**src/hdl/cmsrm_pkg.sv**
```systemverilog
// Shared types and constants for the compass serial read master.
// Phase codes, pin and configuration structs, result record.
// No dependencies.
`timescale 1ns / 1ps

package cmsrm_pkg;

   localparam int TIMER_W = 20;

   // Configuration register indexes
   typedef enum logic [2:0] {
      CSR_DEVICE_ADDRESS      = 3'd0,
      CSR_HALF_BIT_TICKS      = 3'd1,
      CSR_WAKE_TICKS          = 3'd2,
      CSR_READY_DELAY_TICKS   = 3'd3,
      CSR_READY_TIMEOUT_TICKS = 3'd4,
      CSR_POST_READY_TICKS    = 3'd5,
      CSR_END_GAP_TICKS       = 3'd6
   } csr_index_type;

   localparam logic [7:0]  RST_DEVICE_ADDRESS      = 8'd64;
   localparam logic [9:0]  RST_HALF_BIT_TICKS      = 10'd12;
   localparam logic [15:0] RST_WAKE_TICKS          = 16'd2000;
   localparam logic [15:0] RST_READY_DELAY_TICKS   = 16'd10000;
   localparam logic [19:0] RST_READY_TIMEOUT_TICKS = 20'h10000;
   localparam logic [15:0] RST_POST_READY_TICKS    = 16'd30000;
   localparam logic [9:0]  RST_END_GAP_TICKS       = 10'd110;

   typedef enum logic [4:0] {
      PH_IDLE       = 5'd0,
      PH_PREP       = 5'd1,
      PH_WAKE       = 5'd2,
      PH_SDLOW      = 5'd3,
      PH_SCLOW      = 5'd4,
      PH_SCHIGH     = 5'd5,
      PH_SDHIGH     = 5'd6,
      PH_SCLOW2     = 5'd7,
      PH_CMD_HIGH   = 5'd8,
      PH_CMD_LOW    = 5'd9,
      PH_ACK_HIGH   = 5'd10,
      PH_ACK_LOW    = 5'd11,
      PH_RDELAY     = 5'd12,
      PH_POLL       = 5'd13,
      PH_POST       = 5'd14,
      PH_PULSE_HIGH = 5'd15,
      PH_PULSE_LOW  = 5'd16,
      PH_RD_HIGH    = 5'd17,
      PH_RD_LOW     = 5'd18,
      PH_MACK_HIGH  = 5'd19,
      PH_MACK_LOW   = 5'd20,
      PH_END_GAP    = 5'd21
   } phase_type;

   typedef struct packed {
      logic oe;
      logic sda;
      logic scl;
   } pin_type;

   typedef struct packed {
      logic [7:0]  device_address;
      logic [9:0]  half_bit_ticks;
      logic [15:0] wake_ticks;
      logic [15:0] ready_delay_ticks;
      logic [19:0] ready_timeout_ticks;
      logic [15:0] post_ready_ticks;
      logic [9:0]  end_gap_ticks;
   } cfg_type;

   typedef struct packed {
      logic        scl;
      logic        sda_out;
      logic        sda_oe;
      logic        busy_res;
      logic        done_res;
      logic [15:0] read_value;
      logic [7:0]  checksum;
      logic        ack_error;
      logic        timeout_error;
   } rsp_type;

endpackage

```
**src/hdl/cmsrm_csr.sv**
```systemverilog
// Configuration register file for the compass serial read master.
// Uses cmsrm_pkg for register indexes, reset values and the cfg struct.
`timescale 1ns / 1ps

module cmsrm_csr import cmsrm_pkg::*; (
   input  logic        clock,
   input  logic        reset,
   input  logic        csr_we,
   input  logic [2:0]  csr_index,
   input  logic [19:0] csr_wdata,
   output cfg_type     cfg
);

   cfg_type cfg_ff;
   cfg_type cfg_in;

   always_comb begin
      cfg_in = cfg_ff;
      if (csr_we) begin
         case (csr_index)
            CSR_DEVICE_ADDRESS:      cfg_in.device_address      = csr_wdata[7:0];
            CSR_HALF_BIT_TICKS:      cfg_in.half_bit_ticks      = csr_wdata[9:0];
            CSR_WAKE_TICKS:          cfg_in.wake_ticks          = csr_wdata[15:0];
            CSR_READY_DELAY_TICKS:   cfg_in.ready_delay_ticks   = csr_wdata[15:0];
            CSR_READY_TIMEOUT_TICKS: cfg_in.ready_timeout_ticks = csr_wdata[19:0];
            CSR_POST_READY_TICKS:    cfg_in.post_ready_ticks    = csr_wdata[15:0];
            CSR_END_GAP_TICKS:       cfg_in.end_gap_ticks       = csr_wdata[9:0];
            default: ;
         endcase
      end
   end

   always_ff @(posedge clock) begin
      if (reset) begin
         cfg_ff.device_address      <= RST_DEVICE_ADDRESS;
         cfg_ff.half_bit_ticks      <= RST_HALF_BIT_TICKS;
         cfg_ff.wake_ticks          <= RST_WAKE_TICKS;
         cfg_ff.ready_delay_ticks   <= RST_READY_DELAY_TICKS;
         cfg_ff.ready_timeout_ticks <= RST_READY_TIMEOUT_TICKS;
         cfg_ff.post_ready_ticks    <= RST_POST_READY_TICKS;
         cfg_ff.end_gap_ticks       <= RST_END_GAP_TICKS;
      end else begin
         cfg_ff <= cfg_in;
      end
   end

   assign cfg = cfg_ff;

endmodule

```
**src/hdl/cmsrm_seq.sv**
```systemverilog
// Link sequencer: phase, timer, counters and shift registers, one step per transaction.
// Uses cmsrm_pkg for phase codes, pin, cfg and result types.
`timescale 1ns / 1ps

module cmsrm_seq import cmsrm_pkg::*; (
   input  logic       clock,
   input  logic       reset,
   input  logic       step,
   input  logic       func,
   input  logic [7:0] cmd_code,
   input  logic       sda_in,
   input  cfg_type    cfg,
   output rsp_type    rsp
);

   phase_type          phase_ff, phase_in;
   logic [TIMER_W-1:0] timer_ff, timer_in;
   logic [3:0]         bit_cnt_ff, bit_cnt_in;
   logic [1:0]         byte_cnt_ff, byte_cnt_in;
   logic [7:0]         cmd_ff, cmd_in;
   logic [15:0]        value_ff, value_in;
   logic [7:0]         chk_ff, chk_in;
   logic [1:0]         err_ff, err_in;
   pin_type            pins_ff, pins_in;
   logic               done;

   logic [TIMER_W-1:0] half;
   logic [TIMER_W:0]   poll_cnt;
   logic [3:0]         bit_next;

   assign half     = TIMER_W'(cfg.half_bit_ticks);
   assign poll_cnt = {1'b0, timer_ff} + (TIMER_W+1)'(1);
   assign bit_next = bit_cnt_ff + 4'd1;

   always_comb begin
      phase_in    = phase_ff;
      timer_in    = timer_ff;
      bit_cnt_in  = bit_cnt_ff;
      byte_cnt_in = byte_cnt_ff;
      cmd_in      = cmd_ff;
      value_in    = value_ff;
      chk_in      = chk_ff;
      err_in      = err_ff;
      pins_in     = pins_ff;
      done        = 1'b0;

      if (func) begin
         if (phase_ff == PH_IDLE) begin
            err_in      = 2'b00;
            value_in    = '0;
            chk_in      = '0;
            bit_cnt_in  = '0;
            byte_cnt_in = '0;
            cmd_in      = cmd_code | cfg.device_address | 8'h01;
            phase_in    = PH_PREP;
            pins_in     = '{oe: 1'b1, sda: 1'b1, scl: 1'b0};
            timer_in    = TIMER_W'(1);
         end
      end else if (phase_ff == PH_POLL) begin
         if (!sda_in) begin
            phase_in = PH_POST;
            pins_in  = '0;
            timer_in = TIMER_W'(cfg.post_ready_ticks);
         end else if (poll_cnt >= {1'b0, cfg.ready_timeout_ticks}) begin
            // give up: end the transaction on this tick
            err_in[1] = 1'b1;
            done      = 1'b1;
            phase_in  = PH_IDLE;
            pins_in   = '0;
            timer_in  = '0;
         end else begin
            timer_in = poll_cnt[TIMER_W-1:0];
         end
      end else if (phase_ff != PH_IDLE) begin
         if (timer_ff > TIMER_W'(1)) begin
            timer_in = timer_ff - TIMER_W'(1);
         end else begin
            timer_in = half;
            case (phase_ff)
               PH_PREP: begin
                  phase_in = PH_WAKE;
                  pins_in  = '{oe: 1'b1, sda: 1'b1, scl: 1'b1};
                  timer_in = TIMER_W'(cfg.wake_ticks);
               end
               PH_WAKE: begin
                  phase_in = PH_SDLOW;
                  pins_in  = '{oe: 1'b1, sda: 1'b0, scl: 1'b1};
               end
               PH_SDLOW: begin
                  phase_in = PH_SCLOW;
                  pins_in  = '{oe: 1'b1, sda: 1'b0, scl: 1'b0};
               end
               PH_SCLOW: begin
                  phase_in = PH_SCHIGH;
                  pins_in  = '{oe: 1'b1, sda: 1'b0, scl: 1'b1};
               end
               PH_SCHIGH: begin
                  phase_in = PH_SDHIGH;
                  pins_in  = '{oe: 1'b1, sda: 1'b1, scl: 1'b1};
               end
               PH_SDHIGH: begin
                  phase_in = PH_SCLOW2;
                  pins_in  = '{oe: 1'b1, sda: 1'b1, scl: 1'b0};
               end
               PH_SCLOW2: begin
                  bit_cnt_in = '0;
                  phase_in   = PH_CMD_HIGH;
                  pins_in    = '{oe: 1'b1, sda: cmd_ff[7], scl: 1'b1};
                  cmd_in     = {cmd_ff[6:0], 1'b0};
               end
               PH_CMD_HIGH: begin
                  phase_in    = PH_CMD_LOW;
                  pins_in.scl = 1'b0;
               end
               PH_CMD_LOW: begin
                  bit_cnt_in = bit_next;
                  if (bit_next < 4'd8) begin
                     phase_in = PH_CMD_HIGH;
                     pins_in  = '{oe: 1'b1, sda: cmd_ff[7], scl: 1'b1};
                     cmd_in   = {cmd_ff[6:0], 1'b0};
                  end else begin
                     phase_in = PH_ACK_HIGH;
                     pins_in  = '{oe: 1'b0, sda: 1'b0, scl: 1'b1};
                  end
               end
               PH_ACK_HIGH: begin
                  if (sda_in) begin
                     err_in[0] = 1'b1;
                  end
                  phase_in = PH_ACK_LOW;
                  pins_in  = '0;
               end
               PH_ACK_LOW: begin
                  phase_in = PH_RDELAY;
                  pins_in  = '0;
                  timer_in = TIMER_W'(cfg.ready_delay_ticks);
               end
               PH_RDELAY: begin
                  phase_in = PH_POLL;
                  pins_in  = '0;
                  timer_in = '0;
               end
               PH_POST: begin
                  phase_in = PH_PULSE_HIGH;
                  pins_in  = '{oe: 1'b0, sda: 1'b0, scl: 1'b1};
               end
               PH_PULSE_HIGH: begin
                  phase_in = PH_PULSE_LOW;
                  pins_in  = '0;
               end
               PH_PULSE_LOW: begin
                  bit_cnt_in  = '0;
                  byte_cnt_in = '0;
                  phase_in    = PH_RD_HIGH;
                  pins_in     = '{oe: 1'b0, sda: 1'b0, scl: 1'b1};
               end
               PH_RD_HIGH: begin
                  // sample at the end of the clock-high phase
                  if (byte_cnt_ff < 2'd2) begin
                     value_in = {value_ff[14:0], sda_in};
                  end else begin
                     chk_in = {chk_ff[6:0], sda_in};
                  end
                  phase_in = PH_RD_LOW;
                  pins_in  = '0;
               end
               PH_RD_LOW: begin
                  bit_cnt_in = bit_next;
                  if (bit_next < 4'd8) begin
                     phase_in = PH_RD_HIGH;
                     pins_in  = '{oe: 1'b0, sda: 1'b0, scl: 1'b1};
                  end else begin
                     phase_in = PH_MACK_HIGH;
                     pins_in  = '{oe: 1'b1, sda: (byte_cnt_ff >= 2'd2), scl: 1'b1};
                  end
               end
               PH_MACK_HIGH: begin
                  if (byte_cnt_ff >= 2'd2) begin
                     phase_in = PH_END_GAP;
                     pins_in  = '{oe: 1'b1, sda: 1'b1, scl: 1'b0};
                     timer_in = TIMER_W'(cfg.end_gap_ticks);
                  end else begin
                     phase_in = PH_MACK_LOW;
                     pins_in  = '{oe: 1'b1, sda: 1'b0, scl: 1'b0};
                  end
               end
               PH_MACK_LOW: begin
                  byte_cnt_in = byte_cnt_ff + 2'd1;
                  bit_cnt_in  = '0;
                  phase_in    = PH_RD_HIGH;
                  pins_in     = '{oe: 1'b0, sda: 1'b0, scl: 1'b1};
               end
               PH_END_GAP: begin
                  done     = 1'b1;
                  phase_in = PH_IDLE;
                  pins_in  = '0;
                  timer_in = '0;
               end
               default: begin
                  phase_in = PH_IDLE;
                  pins_in  = '0;
                  timer_in = '0;
               end
            endcase
         end
      end
   end

   always_ff @(posedge clock) begin
      if (reset) begin
         phase_ff    <= PH_IDLE;
         timer_ff    <= '0;
         bit_cnt_ff  <= '0;
         byte_cnt_ff <= '0;
         cmd_ff      <= '0;
         value_ff    <= '0;
         chk_ff      <= '0;
         err_ff      <= '0;
         pins_ff     <= '0;
      end else if (step) begin
         phase_ff    <= phase_in;
         timer_ff    <= timer_in;
         bit_cnt_ff  <= bit_cnt_in;
         byte_cnt_ff <= byte_cnt_in;
         cmd_ff      <= cmd_in;
         value_ff    <= value_in;
         chk_ff      <= chk_in;
         err_ff      <= err_in;
         pins_ff     <= pins_in;
      end
   end

   always_comb begin
      rsp.scl           = pins_in.scl;
      rsp.sda_out       = pins_in.oe & pins_in.sda;
      rsp.sda_oe        = pins_in.oe;
      rsp.busy_res      = (phase_in != PH_IDLE);
      rsp.done_res      = done;
      rsp.read_value    = value_in;
      rsp.checksum      = chk_in;
      rsp.ack_error     = err_in[0];
      rsp.timeout_error = err_in[1];
   end

endmodule

```
**src/hdl/compass_serial_read_master_unit.sv**
```systemverilog
// Top level of the compass serial read master: config registers, sequencer, result register.
// Depends on cmsrm_pkg, cmsrm_csr and cmsrm_seq.
//
//   channel  direction  handshake              payload
//   req      in         req_valid / req_stall  func, cmd_code, sda_in
//   rsp      out        rsp_valid / rsp_stall  pins, busy, done, value, checksum, errors
//   csr      in         csr_we                 csr_index, csr_wdata
//
// The sequencer state steps on acceptance and the result lands in the output register at
// the same edge, so a new request is taken every cycle while the result register is empty
// or being drained.
// Synchronous reset returns the sequencer to idle and the config registers to defaults.
// A stalled result holds the register and stalls the request side.
`timescale 1ns / 1ps

module compass_serial_read_master_unit import cmsrm_pkg::*; (
   input  logic        clock,
   input  logic        reset,
   input  logic        req_valid,
   output logic        req_stall,
   input  logic        req_func,
   input  logic [7:0]  req_cmd_code,
   input  logic        req_sda_in,
   output logic        rsp_valid,
   input  logic        rsp_stall,
   output logic        rsp_scl,
   output logic        rsp_sda_out,
   output logic        rsp_sda_oe,
   output logic        rsp_busy_res,
   output logic        rsp_done_res,
   output logic [15:0] rsp_read_value,
   output logic [7:0]  rsp_checksum,
   output logic        rsp_ack_error,
   output logic        rsp_timeout_error,
   input  logic        csr_we,
   input  logic [2:0]  csr_index,
   input  logic [19:0] csr_wdata
);

   cfg_type cfg;
   rsp_type rsp_next;
   rsp_type rsp_ff;
   logic    rsp_valid_ff;
   logic    accept;

   assign req_stall = rsp_valid_ff & rsp_stall;
   assign accept    = req_valid & ~req_stall;

   cmsrm_csr u_csr (
      .clock     (clock),
      .reset     (reset),
      .csr_we    (csr_we),
      .csr_index (csr_index),
      .csr_wdata (csr_wdata),
      .cfg       (cfg)
   );

   cmsrm_seq u_seq (
      .clock    (clock),
      .reset    (reset),
      .step     (accept),
      .func     (req_func),
      .cmd_code (req_cmd_code),
      .sda_in   (req_sda_in),
      .cfg      (cfg),
      .rsp      (rsp_next)
   );

   always_ff @(posedge clock) begin
      if (reset) begin
         rsp_valid_ff <= 1'b0;
      end else if (accept) begin
         rsp_valid_ff <= 1'b1;
      end else if (!rsp_stall) begin
         rsp_valid_ff <= 1'b0;
      end
   end

   always_ff @(posedge clock) begin
      if (accept) begin
         rsp_ff <= rsp_next;
      end
   end

   assign rsp_valid         = rsp_valid_ff;
   assign rsp_scl           = rsp_ff.scl;
   assign rsp_sda_out       = rsp_ff.sda_out;
   assign rsp_sda_oe        = rsp_ff.sda_oe;
   assign rsp_busy_res      = rsp_ff.busy_res;
   assign rsp_done_res      = rsp_ff.done_res;
   assign rsp_read_value    = rsp_ff.read_value;
   assign rsp_checksum      = rsp_ff.checksum;
   assign rsp_ack_error     = rsp_ff.ack_error;
   assign rsp_timeout_error = rsp_ff.timeout_error;

endmodule

```
**config.mk**
```make
export PLATFORM = sky130hd
export DESIGN_NAME = compass_serial_read_master_unit
export DESIGN_NICKNAME = d
export VERILOG_FILES = /design/src/hdl/cmsrm_pkg.sv /design/src/hdl/cmsrm_csr.sv /design/src/hdl/cmsrm_seq.sv /design/src/hdl/compass_serial_read_master_unit.sv
export SDC_FILE = /design/constraint.sdc
export NUM_CORES = 1
export LEC_CHECK = 0
export BUFFER_PORTS_ARGS = -buffer_cell sky130_fd_sc_hd__buf_2
export CORE_ASPECT_RATIO = 0.8
export CORE_MARGIN = 4
export CORE_UTILIZATION = 55
export CTS_CLUSTER_DIAMETER = 60
export DETAILED_ROUTE_END_ITERATION = 6
export PLACE_DENSITY = 0.81
export SLEW_MARGIN = 20
export SYNTH_ARGS = -nofsm -noshare
export SYNTH_HDL_FRONTEND = slang
export SYNTH_SLANG_ARGS = --single-unit
```
**constraint.sdc**
```tcl
create_clock -name clock -period 3.9 [get_ports clock]
set_clock_uncertainty 0.15 [all_clocks]
set_input_delay 0.39 -clock clock [delete_from_list [all_inputs] [get_ports clock]]
set_output_delay 0.39 -clock clock [all_outputs]
set_load 0.03 [all_outputs]
```
### Yosys cells after proc, flatten, opt, wreduce, memory -nomap -nowiden

Index checks and enable logic that the tools add are counted.
W data, S select, Z words.

* flip-flop bits (word level): 196
* word-level logic and storage cells: 184
* bits of input ports: 38
* output and inout port bits: 33

* reductions and logical operators: 27
* mux-type cells: 83
* add/subtract/negate cells: 4
* bitwise gates (word level): 5
* magnitude comparators: 5
* equal/unequal tests: 32

Operator list (number)
* $mux W20: 7
* $mux W16: 7
* $mux W8: 13
* $pmux W5 S18: 1
* $pmux W20 S4: 1
* $eq A5 B4 Y1 const B: 8
* $mux W5: 7
* $eq A5 B5 Y1 const B: 6
* $mux W3: 9
* $add A20 B1 Y21 const B: 1
* $ge A21 B20 Y1: 1
* $eq A5 B3 Y1 const B: 4
* $gt A20 B1 Y1 const B: 1
* $mux W2: 10
* $mux W4: 5
* $sub A20 B1 Y20 const B: 1
* $mux W1: 17
* $pmux W8 S2: 1
* $reduce_or A15 Y1: 1
* $pmux W2 S7: 1
* $reduce_and A2 Y1: 7
* $reduce_and A6 Y1: 2
* $reduce_bool A3 Y1: 4
* $eq A5 B2 Y1 const B: 2
* other kinds (28): 39

### Logic depth before layout (Yosys ltp)

Gate-level depths: netlist of the first run.

* word-level depth: 9
* gate-level depth with buffers: 15
* gate-level depth less buffers: 14

### Modules after synthesis

From an unflattened synthesis of the first run, not the netlist that was laid out.

* cell total of the unflattened synthesis: 1210
* area, all modules: 10736.5 um^2

By module, submodules not included
* cmsrm_seq: seq. area each 1361.3 um^2, area an instance 5906.9 um^2, cells an instance 813, times used 1
* cmsrm_csr: seq. area each 1921.8 um^2, area an instance 3852.4 um^2, cells an instance 361, times used 1
* compass_serial_read_master_unit: seq. area each 950.9 um^2, area an instance 977.2 um^2, cells an instance 36, times used 1

### Least setup slack after synthesis of the first run

No wires, ideal clock.

* path kind: register to register
* start: reg u_seq.timer_ff[2]
* end: reg u_seq.timer_ff[2]
* path buffers: 1
* library setup time: 122 ps
* required time: 3628 ps
* cell stages (with the launch flop): 14
* arrival time: 3556 ps
* setup slack: 73 ps
* period minus slack after synthesis: 3827 ps
* path through: dfxtp_1 -> buf_1 -> nand3_1 -> nor2_1 -> and4_1 -> nand4_1 -> xnor2_1 -> ha_1 -> nand4_1 -> or4_1 -> o221ai_1 -> a21oi_1 -> a221o_1 -> a221o_1

* word-level cells in the longest chain between the ends: 6
* elaborated cells between the ends (all ways): 10
* those cells by class: add/sub: 2; order compare: 2; mux: 6

RTL lines
* start, declared: line cmsrm_seq.sv:17 `logic [TIMER_W-1:0] timer_ff, timer_in;`
* start signal, assigned: line cmsrm_seq.sv:222 `timer_ff <= timer_in;`
* $add A20 B1 Y21: line cmsrm_seq.sv:32 `assign poll_cnt = {1'b0, timer_ff} + (TIMER_W+1)'(1);`
* $ge A21 B20 Y1: line cmsrm_seq.sv:64 `end else if (poll_cnt >= {1'b0, cfg.ready_timeout_ticks}) begin`
* $mux W20: line cmsrm_seq.sv:64
* $mux W20: line cmsrm_seq.sv:60 `if (!sda_in) begin`
* $mux W20 *: line cmsrm_seq.sv:59 `end else if (phase_ff == PH_POLL) begin`
* $mux W20 *: line cmsrm_seq.sv:47 `if (func) begin`

Every way passes the cells marked *; elsewhere a longest branch is shown, timed or not. The select of a mux whose other input is x is not followed.
A chain may end at the register's enable or synchronous reset.

### Worst setup path after layout of the first run

* start: reg u_seq.timer_ff[2]
* end: reg u_seq.timer_ff[15]

The elaborated chain is that of the path after synthesis.

==> run metrics, run 1 <==
status complete, but fails checks; failing checks DRC; FFs w/ async S/R, synth 0; met1 usage 0.3975; period utilization 0.9464; fin area between 0.01 and 0.015 sq mm; syn avg cell area 7.989 sq um; Crit Path Max Fanout 10; min-delay worst type input port to flop; largest area contributor in the netlist dfxtp_1; later-pin clock latency in the skew report between 0.4 and 0.5 ns; Yosys Warn Count 0; grt total ovfl 0; post-synth top area share 0.3211; post-synthesis adder-cell area fraction 0.03059; Yosys reg bits 195; Routed Antenna Nets 0; placed cell areas approximately 0.011 sq mm; All-Layer GR Usage 0.2718; Final setup viols 0; core box area around 0.018 sq mm; largest family of logic cells by synthesized area simple AND/OR/NAND/NOR gates; I/O pin count 71; via count about 9800; Leak between 0.004 and 0.005 uW; Post-Synth Simple-Gate Area 0.2569; Most Crowded Layer GR met1; Total Nets Final 1400; unrepaired setup endpoints after global routing no; Seq. cell area 0.004217 sq mm; Final Wtd Congestion about 0.97; crit path time final 3.691 ns; Req. time, crit path between 4 and 5 ns; Post-Synthesis Cell Area 0.01023 sq mm; DR iter-0 viols between 1000 and 1500; P&R area growth vs syn 13.50%; endpoint type of the worst setup path flop; CTS tree built; Core Util, Final 0.6369; hpwl dp around 20 mm; row count between 40 and 50; Clk Tree Root Cell clkbuf_16; CTS Sinks 195; initial antenna violation count 0; WS Path Type flop to flop; buffer depth of the longest clock path 2; Multi-input gate area ~0.0056 sq mm; crit path launch type flop; die area 0.02085 sq mm; Post-synth top cells 301 x nand2_1, 164 x dfxtp_1, 121 x a21oi_1; post-synthesis mux area share 0.02056; proportion of layout cells with a drive suffix above 1 0.1378; M3 GR Usage 0.07262; slew margin rel. 0.3039; post-synthesis cell count approximately 1300; Seq/Total Area, Yosys 0.4121; placed insts between 1500 and 2000; Fin. Hold Viols 0; Max Clk Rate 270.9 MHz; Clock Pin Slew Worst Setup and Hold Paths 0.08 ns; chip height between 100 and 150 um; CP arrival between 3 and 4 ns; max-slew violation count 0; fill cell count around 1500; Peak VDD IR a little under 0.5 mV; first-pass GRT wire length between 40 and 50 mm; maxcap violations 0; WL per Instance 17.85 um; Finished Layout Cells 1603; DRC Markers 3; compound-gate portion of the synthesized area 0.2027; final WL 28.61 mm; Pwr per Cell Area just under 800 mW/mm^2; GR met2 Demand/Resource 0.3953; total CTS buffers 17; largest net degree at the start of global routing 70; Die Wd between 150 and 200 um; Distinct cells, synth 66; number of port buffers 69; post-DR vias/cell 6.090; H-Tree Depth 4; Worst Tran Pin Value between 1 and 1.5 ns; Post-Route Setup TNS 0 ns; syn nets roughly 1300; top_reg_cell synth dfxtp_1; total iterations of the first detailed-routing run 7; Post-synth EDFFs 31; cell with the most instances after synthesis nand2_1; ANT cells 0; xor-xnor portion of the synthesized cell area 0.02741; vias in the first global route 8703; starting density of the core 0.5612; synth top area cells dfxtp_1 32%, nand2_1 11%, edfxtp_1 9.1%, a21oi_1 5.9%, nor2_1 3.3%
-- sequential cells by signal, summed over array words and instances, names as in the netlist, 5 cells and up --
| name | flops |
|---|---|
| u_seq.cmd_ff | 8 |
| u_seq.timer_ff | 20 |
| u_seq.chk_ff | 8 |
| rsp_read_value | 16 |
| u_seq.value_ff | 16 |
| u_csr.cfg | 95 |
| rsp_checksum | 8 |
| u_seq.phase_ff | 5 |
-- critical path: stages, from the launching register on --
cell	delay, ns
dfxtp_1	0.40
nand4_1	0.15
nor2_1	0.17
and4_1	0.33
nor2b_1	0.10
or2_2	0.30
ha_1	0.27
nand4_1	0.17
or4_4	0.47
o221ai_4	0.19
a21oi_2	0.12
buf_4	0.19
a221o_1	0.30
a32o_1	0.26
-- power by group --
group | internal [uW] | switching (uW) | total (uW)
Combinational | 1840 | 3140 | 4970
Sequential | 2220 | 196 | 2420
Clock | 975 | 855 | 1830
Total | 5030 | 4190 | 9220
-- layer usage --
metal,vias to the layer above,part of all wire
li1,4651,-
met1,4543,0.44
met2,522,0.43
met3,47,0.11
met4,0,0.018
met5,-,0
-- worst paths after layout --
check                           slack [ns]            endpoint         startpoint  depth (start not counted)
worst max-delay path                  0.21  u_seq.timer_ff[15]  u_seq.timer_ff[2]                         13
worst min-delay path                  0.01       u_csr.cfg[42]      csr_wdata[16]                          2
worst max register to register        0.21  u_seq.timer_ff[15]  u_seq.timer_ff[2]                         13
worst min register to register        0.31       u_csr.cfg[41]      u_csr.cfg[41]                          2
-- final cells by class --
cell class,count,share of cell area
inverters,39,0.01261
well taps,253,0.02727
flip-flops and latches,195,0.3633
clock buffers,17,0.03665
multi-input cells,963,0.4804
clock inverters,15,0.01617
repair buffers,121,0.06361
-- stage by stage --
step / hold slack [ns] / total power (uW) / setup WS, ns
2_1_floorplan: 0.2857 / 5714 / 0.07260
3_3_place_gp: 0.2910 / 7082 / 0.02465
3_5_place_dp: 0.2965 / 7164 / -0.05407
4_1_cts: 0.01045 / 9021 / 0.004607
5_1_grt: 0.01860 / 9762 / 0.06851
6_report: 0.01390 / 9220 / 0.2089
-- kinds of logic (layout without fill, tap and decap cells) --
family,after synthesis,after routing
simple gates,560,560
flops,195,195
mux,21,21
fa+ha+maj,25,25
buf+inv,122,192
compound gates,325,325
xor+xnor,32,32
-- what timing repair did --
item / CTS / global route
pin swaps: 1 / 5
hold buffers: 0 / 0
gates resized for setup: 3 / 12
endpoints found under the setup margin: 9 / 32
setup buffers: 1 / 2
-- placed cells by master (no fill, tap or decap), drive strengths merged, types with 19 or more instances in the layout --
master,n
nand3b,28
xnor2,23
a22o,19
o21ai,65
a21oi,121
nor2,91
nand3,23
ha,25
nor3,27
nand2,301
dfxtp,164
mux2i,21
buf,121
inv,45
edfxtp,31
Power figures use the tool's default switching activity.
==> inputs of run 2 (changes only) <==
--- a/config.mk
+++ b/config.mk
@@ -8,10 +8,11 @@
 export BUFFER_PORTS_ARGS = -buffer_cell sky130_fd_sc_hd__buf_2
 export CORE_ASPECT_RATIO = 0.8
 export CORE_MARGIN = 4
-export CORE_UTILIZATION = 55
+export CORE_UTILIZATION = 44
 export CTS_CLUSTER_DIAMETER = 60
 export DETAILED_ROUTE_END_ITERATION = 6
-export PLACE_DENSITY = 0.81
+export PLACE_DENSITY = 0.68
+export SETUP_SLACK_MARGIN = 0.2
 export SLEW_MARGIN = 20
 export SYNTH_ARGS = -nofsm -noshare
 export SYNTH_HDL_FRONTEND = slang
==> run 2 against run 1 <==
The run now ends clean. Hold slack improved by 0.0060 ns. Via count decreased by 1.2%. Utilization decreased by 11 points. Setup slack improved by 0.066 ns. Sequential power decreased by 2%. Critical path type unchanged.
==> run metrics, run 2 (synthesized netlist as in run 1, its figures left out) <==
status finished clean; Seq pwr share 0.256 (-0.006); proportion of layout cells with a drive suffix above 1 0.1493 (+0.01149); WL per Instance 17.21 um (-3.6%); Routed Antenna Nets 0 (unchanged); most common cell after layout, fill and taps aside nand2_1; crit path time final 3.625 ns (-0.06590 ns); unrepaired setup endpoints after global routing yes; total CTS buffers 17 (unchanged); share of power burned in combinational logic 0.550 (+0.010); hpwl dp 19.74 mm (+0.85%); max incr delay on CP 0.49 ns (+0.02 ns); vias in the first global route 8534 (-1.9%); Max Clk Rate 275.8 MHz (+1.8%); maxcap violations 0 (unchanged); Clock Pin Slew Worst Setup and Hold Paths 0.07 ns (about the same); initial antenna violation count 0 (unchanged); via count 9644 (-1.2%); Final setup viols 0 (unchanged); period utilization 0.9295 (-0.01690); DRC Markers 0 (-3); WS Path Type flop to flop; row count 49 (+11%); final worst slack 0.2748 ns (+0.06590 ns); Leak 0.004432 uW (+1.7%); chip height 144.4 um (+11%); I/O pin count 71 (unchanged); CTS Sinks 195 (unchanged); Fin. Hold Viols 0 (unchanged); die area 0.02576 sq mm (+24%); grt total ovfl 0 (unchanged); Pint 5010 uW (-0.41%); Worst path slowest cell or4_4; post-DR vias/cell 5.789 (-5.0%); CTS tree built; Clk Tree Root Cell clkbuf_16; All-Layer GR Usage 0.2222 (-0.04965); later-pin clock latency in the skew report 0.46 ns (about the same); largest net degree at the start of global routing 79 (+13%); Worst Tran Pin Value 1.045 ns (+0.003842 ns); Post-Route Setup TNS 0 ns (unchanged); Total Nets Final 1410 (+0.71%); final WL 28.67 mm (+0.22%); crit path launch type flop; starting density of the core 0.4508 (-0.1104); Peak VDD IR 0.6656 mV (+37%); Die Wd 178.4 um (+11%); DR iter-0 viols 1095 (-20%); slew margin rel. 0.3019 (-0.002051); placed cell areas 0.01104 sq mm (+1.2%); max-slew violation count 0 (unchanged); ANT cells 0 (unchanged); H-Tree Depth 4 (unchanged); Core Util, Final 0.5220 (-0.1149); buffer depth of the longest clock path 2 (unchanged); net switching power 4283 uW (+2.3%); CP arrival 3.82 ns (-0.05 ns); sw frac 0.4609 (+0.006542); CP most frequent cell a221o_1; Final Wtd Congestion 0.9386 (-2.9%); Req. time, crit path 4.09 ns (about the same); first-pass GRT wire length 45.86 mm (+0.23%); P&R area growth vs syn 15.80%; CP cell instances nand3_1 -> nor2_1 -> and4_2 -> nor2b_1 -> or2_2 -> ha_1 -> nand4_1 -> or4_4 -> o221ai_4 -> a21oi_4 -> a221o_1 -> a221o_1; endpoint type of the worst setup path flop; most frequent cells in the layout 301 x nand2_1, 162 x dfxtp_1, 118 x a21oi_1; Pwr per Cell Area 784.8 mW/mm^2 (-1.2%); fin area 0.01184 sq mm (+2.0%); Crit Path Max Fanout 6 (-4); total iterations of the first detailed-routing run 6 (-1); min-delay worst type input port to flop; Post-Place Setup Slack 0.07288 ns (+0.1270 ns); number of port buffers 69 (unchanged); clock power share 0.194 (-0.004); core box area 0.02268 sq mm (+24%); max FFs per register 95 (unchanged); Hold Worst Slack 0.01992 ns (+0.006019 ns)
## run 2: through the flow
| stage | total power [uW] | std cells |
|---|---|---|
| floorplan | 5745 | 1280 |
| global placement | 7168 | 1627 |
| detailed placement | 7172 | 1627 |
| CTS | 9094 | 1663 |
| global route | 9804 | 1666 |
| finish | 9294 | 1666 |
## run 2: routing by layer
layer | part of all wire | track usage | wire, um
met2 | 0.41 | 0.3112 | 11780
met4 | 0.014 | 0.05369 | 399
met1 | 0.48 | 0.3457 | 13820
met3 | 0.093 | 0.04679 | 2672
met5 | 0 | 0 | 0
## run 2: what timing repair did
| item | CTS | global route |
|---|---|---|
| gates resized for setup | 7 | 23 |
| setup endpoints to repair | 18 | 33 |
| pin swaps | 3 | 12 |
| buffers inserted | 2 | 2 |
| endpoints found under the hold margin | 1 | 0 |
| cloned | 1 | 1 |
| hold buffers | 1 | 0 |
## run 2: cell type report
| type | count | area (sq um) |
|---|---|---|
| Clock buffer | 19 | 432.9 |
| Clock inverter | 13 | 163.9 |
| Fill cell | 2192 | 10840 |
| Inverter | 39 | 146.4 |
| Multi-Input combinational cell | 964 | 5679 |
| Sequential cell | 195 | 4219 |
| Tap cell | 306 | 382.9 |
| Timing Repair Buffer | 130 | 817.0 |
## run 2: worst max-delay path, delay by kind of cell, from the launching register on
| family | cells | cell delay (ns) |
|---|---|---|
| adders and majority gates | 1 | 0.27 |
| AOI/OAI and AO/OA | 4 | 1.04 |
| and+or+nand+nor | 7 | 1.71 |
| DFF | 1 | 0.33 |
## run 2: path summary, 6_finish.rpt
path	start	end	slack, ns	depth (start not counted)
max	u_seq.timer_ff[6]	u_seq.timer_ff[2]	0.27	12
min	req_valid	rsp_valid	0.02	3
max reg2reg	u_seq.timer_ff[6]	u_seq.timer_ff[2]	0.27	12
min reg2reg	u_csr.cfg[43]	u_csr.cfg[43]	0.31	2
## run 2: power groups by stage
stage	sequential (uW)	combinational (uW)	clock [uW]
final	2380	5110	1800
after global routing	2400	5490	1920
after CTS	2370	4900	1830
after detailed placement	2410	4760	0
after global placement	2410	4760	0
after floorplan	2410	3330	0
==> inputs of run 3 (changes only) <==
--- a/config.mk
+++ b/config.mk
@@ -11,9 +11,10 @@
 export CORE_UTILIZATION = 44
 export CTS_CLUSTER_DIAMETER = 60
 export DETAILED_ROUTE_END_ITERATION = 6
-export PLACE_DENSITY = 0.68
+export PLACE_DENSITY = 0.67
 export SETUP_SLACK_MARGIN = 0.2
 export SLEW_MARGIN = 20
 export SYNTH_ARGS = -nofsm -noshare
 export SYNTH_HDL_FRONTEND = slang
+export SYNTH_HIERARCHICAL = 1
 export SYNTH_SLANG_ARGS = --single-unit
==> run 3 against run 2 <==
Setup slack better by 0.050 ns. Die area increased by 4.4%. Sequential power fell by 9.2%. Sequential share of layout area decreased by 1.0 points. Routed wire length rose by 1.2%. Power is 45% lower. Critical endpoint is now rsp_busy_res. Critical path type unchanged. Hold slack improved by 0.0039 ns. Clock-buffer cell count is 2 lower. Via count is 4.0% lower. Synthesized area is 4.6% higher. Register-to-register slack better by 0.05 ns.
==> run metrics, run 3 <==
status finished clean; die area 0.02689 sq mm (+4.4%); endpoint type of the worst setup path flop; max incr delay on CP 0.34 ns (-0.15 ns); initial antenna violation count 0 (unchanged); crit path time final 3.575 ns (-0.05027 ns); post-synthesis cell count 1207 (-5.7%); Fin. Hold Viols 0 (unchanged); DRC Markers 0 (unchanged); Peak VDD IR 0.2512 mV (-62%); DR iter-0 viols 862 (-21%); final worst slack 0.3251 ns (+0.05027 ns); starting density of the core 0.4525 (+0.001687); period utilization 0.9166 (-0.01289); hold path cells 3 (unchanged); Post-Route Setup TNS 0 ns (unchanged); CP arrival 3.59 ns (-0.23 ns); final WL 29.01 mm (+1.2%); via count 9254 (-4.0%); Crit Path Max Fanout 8 (+2); WHS Endpoint rsp_valid; most frequent cells in the layout 160 x dfxtp_1, 124 x mux2i_1, 104 x nor2_1; CTS tree built; reg2reg setup slack 0.33 ns (+0.05 ns); r2r endpoint rsp_busy_res; post-DR vias/cell 5.831 (+0.73%); row count 50 (+2.0%); Yosys Warn Count 6 (+6); CP cell instances buf_6 -> nand3_2 -> nor4_2 -> buf_4 -> nand4_1 -> xnor2_2 -> ha_1 -> nand4_1 -> nor4_2 -> a21oi_1 -> o21ai_1 -> buf_4 -> nor2_2 -> nor3_1 -> nand4_1; Seq. cell area 0.004219 sq mm (unchanged); number of port buffers 69 (unchanged); CTS Sinks 195 (unchanged); Final setup viols 0 (unchanged); Final Wtd Congestion 0.9169 (-2.3%); core box area 0.02365 sq mm (+4.2%); I/O pin count 71 (unchanged); buffer depth of the longest clock path 2 (unchanged); hpwl dp 20.04 mm (+1.6%); maxcap violations 0 (unchanged); Post-CTS Hold Buffers 0 (-1); ANT cells 0 (unchanged); total CTS buffers 17 (unchanged); proportion of layout cells with a drive suffix above 1 0.1600 (+0.01074); R2R depth 15 (+3); WS Path Type flop to flop; crit path launch type flop; WL per Instance 18.28 um (+6.2%); unrepaired setup endpoints after global routing yes; Worst path slowest cell dfxtp_2; Post-Synthesis Cell Area 0.01070 sq mm (+4.6%); syn nets 1270 (-5.4%); total iterations of the first detailed-routing run 6 (unchanged); first-pass GRT wire length 46.24 mm (+0.84%); later-pin clock latency in the skew report 0.44 ns (-0.02 ns); max-slew violation count 0 (unchanged); largest net degree at the start of global routing 82 (+3.8%); RR Startpoint u_seq/timer_ff[0]; Worst Tran Pin Value 1.079 ns (+0.03361 ns); Clk Tree Root Cell clkbuf_16; Clock Pin Slew Worst Setup and Hold Paths 0.07 ns (about the same); Leak 0.004934 uW (+11%); Max Clk Rate 279.7 MHz (+1.4%); vias in the first global route 8595 (+0.71%); Die Wd 182.4 um (+2.2%); Pwr per Cell Area 417.0 mW/mm^2 (-47%); max FFs per register 95 (unchanged); CP most frequent cell nand4_1; fill cell count 2266 (+3.4%); Post-Place Setup Slack 0.1904 ns (+0.1175 ns); syn avg cell area 8.865 sq um (+11%); min-delay worst type input port to flop; Req. time, crit path 3.91 ns (-0.18 ns); grt total ovfl 0 (unchanged); Multi-input gate area 0.005987 sq mm (+5.4%); Hold Crit Start req_valid; chip height 147.5 um (+2.2%); Routed Antenna Nets 0 (unchanged); slew margin rel. 0.2798 (-0.02205); Total Nets Final 1325 (-6.0%); Critical path origin u_seq/timer_ff[0]; P&R area growth vs syn 13.89%; H-Tree Depth 4 (unchanged); All-Layer GR Usage 0.2107 (-0.01145); most common cell after layout, fill and taps aside dfxtp_1
## run 3: cell types whose count changed in the layout (fill, tap and decap cells not counted), moves of 6 or more
cell and change:
nor2_1 +16, a21oi_1 -63, nand2_1 -210, a221oi_1 +7, or3_1 +9, o21ai_0 +27
nand3b_1 -25, mux2i_1 +103, a222oi_1 -7, o31ai_1 +6, nor2b_1 -9, nand2b_1 +73
## run 3: metal layers
| metal | vias up | track usage | routed length [um] |
|---|---|---|---|
| met4 | 0 | 0.04501 | 348 |
| met1 | 4410 | 0.3240 | 14390 |
| met2 | 357 | 0.3061 | 12180 |
| met3 | 33 | 0.03961 | 2088 |
| li1 | 4454 | - | - |
| met5 | - | 0 | 0 |
## run 3: worst max path at each step
stage                              endpoint  slack, ns  depth (start not counted)
after CTS                 u_seq/timer_ff[1]       0.22                         17
final                          rsp_busy_res       0.33                         15
after detailed placement  u_seq/timer_ff[1]       0.19                         17
after floorplan                rsp_busy_res       0.20                         14
after global placement    u_seq/timer_ff[1]       0.32                         17
after global routing           rsp_busy_res       0.06                         15
## run 3: through the flow
stage	power (uW)	util	instances	area, sq um	hold WS [ns]
final	5081	0.5153	1587	12190	0.02383
after detailed placement	3224	0.4846	1552	11460	0.2965
after global routing	5293	0.5153	1587	12190	0.03465
after global placement	3208	0.4846	1552	11460	0.2920
after floorplan	2889	-	1207	10710	0.2820
after CTS	5069	0.5108	1584	12080	0.01727
## run 3: layout make-up
cell class	instances	area share
inverters	42	0.01294
well taps	312	0.03203
repair buffers	130	0.06674
flip-flops and latches	195	0.3462
clock inverters	15	0.01591
clock buffers	17	0.03491
multi-input cells	876	0.4913
## run 3: repair_timing
action	in CTS	in global routing
gates resized for setup	1	22
setup buffers	0	3
setup endpoints to repair	1	33
pin swaps	0	11
## run 3: report_power, final
part	internal, uW	switching, uW	total, uW	leakage, uW
clock	981	876	1860	0.000301
combinational	398	669	1070	0.00299
sequential	2110	46.7	2160	0.00164
## run 3: worst max-delay path, delay by kind of cell (launching register included)
kind,cells,cell delay [ns]
DFF,1,0.34
xor gates and xnor gates,1,0.19
buffers and inverters,3,0.47
and+or+nand+nor,8,1.63
adders and majority gates,1,0.29
AOI/OAI and AO/OA,2,0.24
